--- src/design/htsd_pkg.sv ---
// Shared types and constants for the Huffman trie stream decoder.
package htsd_pkg;

    localparam logic [3:0] HDR_SKIP_BYTES = 4'd4;
    localparam logic [3:0] HDR_LAST_BYTE  = 4'd11;

    typedef struct packed {
        logic [7:0] data_byte;
        logic       first_byte;
    } t_in;

    typedef struct packed {
        logic [7:0] symbol;
        logic       run_end;
        logic       archive_done;
        logic       fault;
    } t_out;

    typedef enum logic [2:0] {
        ST_ACCEPT,
        ST_BIT,
        ST_LOAD,
        ST_FINISH,
        ST_FLUSH
    } t_state;

    typedef enum logic [2:0] {
        PH_HEADER,
        PH_LENGTH,
        PH_CODE,
        PH_DECODE,
        PH_IDLE
    } t_phase;

    typedef struct packed {
        logic restart;
        logic hdr_cap;
        logic load_byte;
        logic len_shift;
        logic code_step;
        logic dec_step;
        logic load_cur;
        logic finish;
        logic emit_sym;
        logic emit_fault;
        logic bit_done;
        logic flush;
    } t_cmd;

    typedef struct packed {
        logic first_byte;
        logic hdr_last;
        logic last_bit;
        logic len_last;
        logic len_zero;
        logic child_zero;
        logic can_alloc;
        logic code_last;
        logic left_zero;
        logic leaf;
        logic tbl_last;
        logic total_zero;
        logic root_leaf;
        logic count_last;
        logic emit_ok;
        logic out_free;
        logic pend_valid;
    } t_status;

endpackage

--- src/design/htsd_ctrl.sv ---
// Controller: archive phase and per-bit sequencing state machine.
module htsd_ctrl (
    input  logic               i_clk,
    input  logic               i_rst_n,
    input  logic               i_in_valid,
    output logic               o_in_stall,
    input  htsd_pkg::t_status  i_status,
    output htsd_pkg::t_cmd     o_cmd
);

    import htsd_pkg::*;

    t_state r_state, n_state;
    t_phase r_phase, n_phase;
    t_phase w_phase;

    always_ff @(posedge i_clk) begin
        if (!i_rst_n) begin
            r_state <= ST_ACCEPT;
            r_phase <= PH_HEADER;
        end else begin
            r_state <= n_state;
            r_phase <= n_phase;
        end
    end

    assign o_in_stall = (r_state != ST_ACCEPT);
    assign w_phase    = i_status.first_byte ? PH_HEADER : r_phase;

    always_comb begin
        n_state = r_state;
        n_phase = r_phase;
        o_cmd   = '0;
        unique case (r_state)
            ST_ACCEPT: begin
                if (i_in_valid) begin
                    o_cmd.restart = i_status.first_byte;
                    n_phase       = w_phase;
                    case (w_phase)
                        PH_HEADER: begin
                            o_cmd.hdr_cap = 1'b1;
                            if (i_status.hdr_last) begin
                                n_phase = PH_LENGTH;
                            end
                        end
                        PH_LENGTH, PH_CODE, PH_DECODE: begin
                            o_cmd.load_byte = 1'b1;
                            n_state         = ST_BIT;
                        end
                        default: begin
                        end
                    endcase
                end
            end
            ST_BIT: begin
                case (r_phase)
                    PH_LENGTH: begin
                        o_cmd.len_shift = 1'b1;
                        if (i_status.len_last && i_status.len_zero) begin
                            n_state = ST_FINISH;
                        end else begin
                            if (i_status.len_last) begin
                                n_phase = PH_CODE;
                            end
                            o_cmd.bit_done = 1'b1;
                            n_state        = i_status.last_bit ? ST_FLUSH : ST_BIT;
                        end
                    end
                    PH_CODE: begin
                        o_cmd.code_step = 1'b1;
                        if (!i_status.child_zero) begin
                            n_state = ST_LOAD;
                        end else if (i_status.code_last) begin
                            n_state = ST_FINISH;
                        end else begin
                            o_cmd.bit_done = 1'b1;
                            n_state        = i_status.last_bit ? ST_FLUSH : ST_BIT;
                        end
                    end
                    PH_DECODE: begin
                        if (!i_status.child_zero) begin
                            o_cmd.dec_step = 1'b1;
                            n_state        = ST_LOAD;
                        end else if (i_status.emit_ok) begin
                            o_cmd.emit_fault = 1'b1;
                            o_cmd.bit_done   = 1'b1;
                            n_phase          = PH_IDLE;
                            n_state          = ST_FLUSH;
                        end
                    end
                    default: begin
                        n_state = ST_FLUSH;
                    end
                endcase
            end
            ST_LOAD: begin
                if (r_phase == PH_CODE) begin
                    o_cmd.load_cur = 1'b1;
                    if (i_status.left_zero) begin
                        n_state = ST_FINISH;
                    end else begin
                        o_cmd.bit_done = 1'b1;
                        n_state        = i_status.last_bit ? ST_FLUSH : ST_BIT;
                    end
                end else if (!i_status.leaf) begin
                    o_cmd.load_cur = 1'b1;
                    o_cmd.bit_done = 1'b1;
                    n_state        = i_status.last_bit ? ST_FLUSH : ST_BIT;
                end else if (i_status.emit_ok) begin
                    o_cmd.emit_sym = 1'b1;
                    o_cmd.bit_done = 1'b1;
                    if (i_status.count_last) begin
                        n_phase = PH_IDLE;
                        n_state = ST_FLUSH;
                    end else begin
                        n_state = i_status.last_bit ? ST_FLUSH : ST_BIT;
                    end
                end
            end
            ST_FINISH: begin
                if (i_status.emit_ok) begin
                    o_cmd.finish   = 1'b1;
                    o_cmd.bit_done = 1'b1;
                    if (!i_status.tbl_last) begin
                        n_phase = PH_LENGTH;
                        n_state = i_status.last_bit ? ST_FLUSH : ST_BIT;
                    end else if (i_status.total_zero) begin
                        n_phase = PH_IDLE;
                        n_state = ST_FLUSH;
                    end else if (i_status.root_leaf) begin
                        o_cmd.emit_fault = 1'b1;
                        n_phase          = PH_IDLE;
                        n_state          = ST_FLUSH;
                    end else begin
                        n_phase = PH_DECODE;
                        n_state = i_status.last_bit ? ST_FLUSH : ST_BIT;
                    end
                end
            end
            ST_FLUSH: begin
                if (!i_status.pend_valid) begin
                    n_state = ST_ACCEPT;
                end else if (i_status.out_free) begin
                    o_cmd.flush = 1'b1;
                    n_state     = ST_ACCEPT;
                end
            end
            default: begin
                n_state = ST_ACCEPT;
            end
        endcase
    end

endmodule

--- config.mk ---
export PLATFORM = sky130hd
export DESIGN_NAME = htsd_ctrl
export DESIGN_NICKNAME = d
export VERILOG_FILES = /design/src/design/htsd_pkg.sv /design/src/design/htsd_ctrl.sv
export SDC_FILE = /design/constraint.sdc
export NUM_CORES = 1
export LEC_CHECK = 0
export BUFFER_PORTS_ARGS = -buffer_cell sky130_fd_sc_hd__clkbuf_2
export CAP_MARGIN = 5
export CORE_UTILIZATION = 50
export CTS_BUF_LIST = sky130_fd_sc_hd__clkbuf_16
export DETAILED_ROUTE_END_ITERATION = 8
export GPL_TIMING_DRIVEN = 1
export PLACE_DENSITY = 0.92
export SLEW_MARGIN = 20
export SYNTH_ARGS = -nofsm -noshare
export SYNTH_HDL_FRONTEND = slang
export SYNTH_SLANG_ARGS = --single-unit
--- constraint.sdc ---
create_clock -name i_clk -period 3.1 [get_ports i_clk]
set_input_delay 0.155 -clock i_clk [delete_from_list [all_inputs] [get_ports i_clk]]
set_output_delay 0.155 -clock i_clk [all_outputs]
set_load 0.1 [all_outputs]
# Word level (Yosys, flattened, before mapping)
# Cells that the tools add are included.
[word_totals] reg_bits=6 out_inout_bits=13 elab_cells=109
[op_classes] eq_ne=25 mux=74 reduce_logical=8
[op_table] cell="2-to-1 mux 3 bit" count=37
[op_table] cell="2-to-1 mux 1 bit" count=27
[op_table] cell="== test 3 x 2 -> 1 bit, second input constant" count=6
[op_table] cell="!= test 3 bit, second input constant" count=5
[op_table] cell="one-hot mux 3 bit (5 select lines)" count=1
[op_table] cell="!= test 2 bit, second input constant" count=6
[op_table] cell="one-hot mux 3 bit (4 select lines)" count=1
[op_table] cell="AND reduction 12 bit" count=1
[op_table] cell="== test 3 x 1 -> 1 bit, second input constant" count=3
[op_table] cell="one-hot mux 3 bit (3 select lines)" count=1
[op_table] cell="!= test 4 bit, second input constant" count=2
[op_table] cell="logical NOT 3 bit" count=2
[op_table] cell="2-to-1 mux 2 bit" count=3
[op_table] cell="one-hot mux 1 bit (3 select lines)" count=2
[op_table] cell="one-hot mux 3 bit (2 select lines)" count=1
[op_table] cell="AND reduction 6 bit" count=1
[op_table] cell="nonzero test 4 bit" count=1
[op_table] cell="== test 3 bit, second input constant" count=1
[op_table] cell="!= test 3 x 1 -> 1 bit, second input constant" count=1
[op_table] cell="nonzero test 3 bit" count=1
[op_table] cell="OR reduction 3 bit" count=1
[op_table] cell="!= test 2 x 1 -> 1 bit, second input constant" count=1
[op_table] cell="one-hot mux 1 bit (2 select lines)" count=1
[op_table] cell="logical AND 1 bit" count=1

# Logic depth before layout (Yosys ltp)
[depth] depth_word=6 mapped_depth=7 depth_no_buf=5

# Worst setup path after synthesis
# No wires, ideal clock.
[synth_timing] path_type="register to output" from="register r_state[0]" to="output port o_cmd[3] (netlist bit)" arrival_time_ns=2.993 path_slack_ns=-0.048 stages_incl_launch_ff=4 cell_sequence="dfxtp_1 -> buf_6 -> or3b_2 -> nor3_1"
[synth_lines] element="start, declared" line="htsd_ctrl.sv:13" text="t_state r_state, n_state;"
[synth_lines] element="start signal, assigned" line="htsd_ctrl.sv:22" text="r_state <= n_state;"
[synth_lines] element="end, declared" line="htsd_ctrl.sv:8" text="output htsd_pkg::t_cmd o_cmd"

==> reports/qor.txt <==
H-tree levels = 1
Period Utilization, post-route = 0.8022
Hold WS = 0.2301 ns
post-synthesis cell type count = 45
Synth-to-Final Area Change = 26.64%
largest net degree at the start of global routing = 15
skew final = 0.0009955 ns
core area = 1506 um2
Syn Nets = 138
DRT Pass-1 Iters = 6
most frequent CP cell = a21oi_1
Slew HR = 0.6262
final antenna diode count = 0
Fillers = 138
GRT Overall Usage = 0.2690
routed vias = 1,060
Die X = 42.08 um
CP max stage delay = 0.57 ns
WP data required = 2.94 ns
Skew-Pair Late Insertion Delay = 0.23 ns
Period minus WS final = 2.487 ns
adder-cell share of the synthesized area = 0
area taken by multi-input logic gates = 628.1 um2
Slew @ Worst Pin = 0.5595 ns
die area = 1771 um2
Max stage delay cell, worst path = dfxtp_1
Hold-fix buffers, CTS = 0
Compound-Gate Fraction of Synth Area = 0.3333
IO Port Bufs = 31
CTS Buffer Depth = 2
clock-pin slew on the worst setup and hold paths = 0.03 ns
worst r2r src = r_phase[1]
CTS resizes = 0
Finish-stage setup viols = 0
Synth top area share = 0.1495
final core occ = 0.6752
R2R cell count = 5
ys flop type = dfxtp_1
status = finished, violations left
placer congestion estimate = 0.9501
Synth async-reset ratio = 0
Critical R2R Capture = r_phase[2]
CTS tree = done
vias in the first global route = 869
vias per cell = 6.584
Cell Pwr Density = 401.9 nW/um2
height of the die = 42.08 um
Avg Cell Area, Syn = 6.807 um2
Seq/Total Area, Yosys = 0.1495
Crit Path Category = flip-flop to output port
Detailed Place HPWL = 1702 um
largest family of logic cells by synthesized area = simple AND/OR/NAND/NOR gates
crit path to = o_cmd[1]
crit-path max FO = 14
top cell types by occurrence after synthesis = nand2_1 (12), nor2_1 (12), a21oi_1 (8), nor3_1 (8)
crit-path cells = or3b_2 -> a21oi_1 -> a21oi_1 -> o22ai_1 -> clkbuf_2
initial antenna violation count = 0
IO Count = 33
unrepaired setup endpoints after global routing = no
synthesized cell area = 803.3 um2
Synth area leader = dfxtp_1
grt ovf = 0
CTS Buf Count = 3
min-delay src = i_rst_n
sequential cell area = 120.1 um2
reg2reg setup slack = 0.99 ns
fin. max-slew vios = 0
Final Hold Fails = 0
# rows = 14
crit path from = r_state[1]
initial core utilization = 0.5332
first-pass GRT wire length = 3670 um
post-synthesis instance total = 118
maximum vdd ir drop = 371.0 uV
failing checks = DRC
clk sinks = 6
DRT iter0 DRCs = 61
post-route antenna net violation count = 0
top achievable clock speed = 402.1 MHz
fin nets = 167
data arrival time of the critical path = 2.33 ns
multiplexer area fraction after synthesis = 0
Total Wirelength = 2274 um
Simple-Gate Fraction of Synth Area = 0.4361
element type at the critical path start = flip-flop
setup bufs post-CTS = 0
Hold Crit Class = input port to flip-flop
drt drc = 1
Fin Setup TNS = 0 ns
post-synthesis xor/xnor area fraction = 0
leading post-synthesis cells by cell area = dfxtp_1 (15%), nand2_1 (5.6%), nor2_1 (5.6%)
CP endpoint kind = output port
Synth Register Bits = 6
share of cells above drive strength 1 = 0.2828
Post-synth EDFFs = 0
drt wl/cell = 14.12 um
CTS root buf = clkbuf_16
Max-Cap Viols = 0
Leak = 0.4354 nW
Non-Filler Instances = 161
placed cell count = 158
count of warnings emitted by yosys = 0
-- metrics by stage --
stage          area, um2  power (mW)  setup slack, ns
2_1_floorplan      813.3      0.1720           0.2626
3_3_place_gp       942.2      0.1973           0.9090
3_5_place_dp       942.2      0.2006           0.8702
4_1_cts             1017      0.4129           0.6274
5_1_grt             1017      0.4261           0.5084
6_report            1017      0.4088           0.6133
-- registers in the layout (all words and copies together) (netlist names) --
register  count
r_phase       3
r_state       3
-- worst max-delay path, delay by kind of cell (launching register included) --
kind | cells | cell delay [ns]
compound gates | 3 | 0.48
flops | 1 | 0.57
buf+inv | 1 | 0.47
simple gates | 1 | 0.56
-- final cells by class --
class                   count  area share
clock buffers               3     0.07380
inverters                   5     0.01845
multi-input cells         100      0.6175
flip-flops and latches      6      0.1181
well taps                  16     0.01968
repair buffers             31      0.1525
-- kinds of logic (layout without fill, tap and decap cells) --
logic type / after synthesis / after routing
compound gates: 39 / 39
flops: 6 / 6
buf+inv: 12 / 39
simple gates: 61 / 61
-- placed cells by master, fill, tap and decap left out, types with 3 or more instances in the layout --
master     netlist  routed
a21oi_1          8       8
and2_1           3       3
clkbuf_16        0       3
clkbuf_2         1      31
dfxtp_1          6       6
inv_1            5       5
nand2_1         12      12
nand3_1          4       4
nor2_1          12      12
nor3_1           8       6
o21ai_0          6       6
o22ai_1          3       3
o31ai_1          3       3
-- where the power goes --
group          switching [mW]  leakage, nW  internal (mW)
Combinational          0.0746        0.350         0.0370
Clock                  0.0415       0.0370          0.165
Sequential            0.00940       0.0487         0.0810
Total                   0.126        0.435          0.283
-- routing by layer --
metal / track usage / share of wire
met4: 0.1563 / 0.015
met2: 0.4063 / 0.47
met5: 0 / 0
met1: 0.3501 / 0.42
met3: 0.06034 / 0.094
-- worst min path at each step --
stage / end / slack [ns] / cells past startpoint
6_report: r_state[2] / 0.23 / 2
5_1_grt: r_state[2] / 0.24 / 2
4_1_cts: r_state[2] / 0.22 / 2
3_5_place_dp: r_state[2] / 0.45 / 2
3_3_place_gp: r_state[2] / 0.46 / 2
2_1_floorplan: r_state[2] / 0.29 / 1
(Power assumes the default switching activity.)
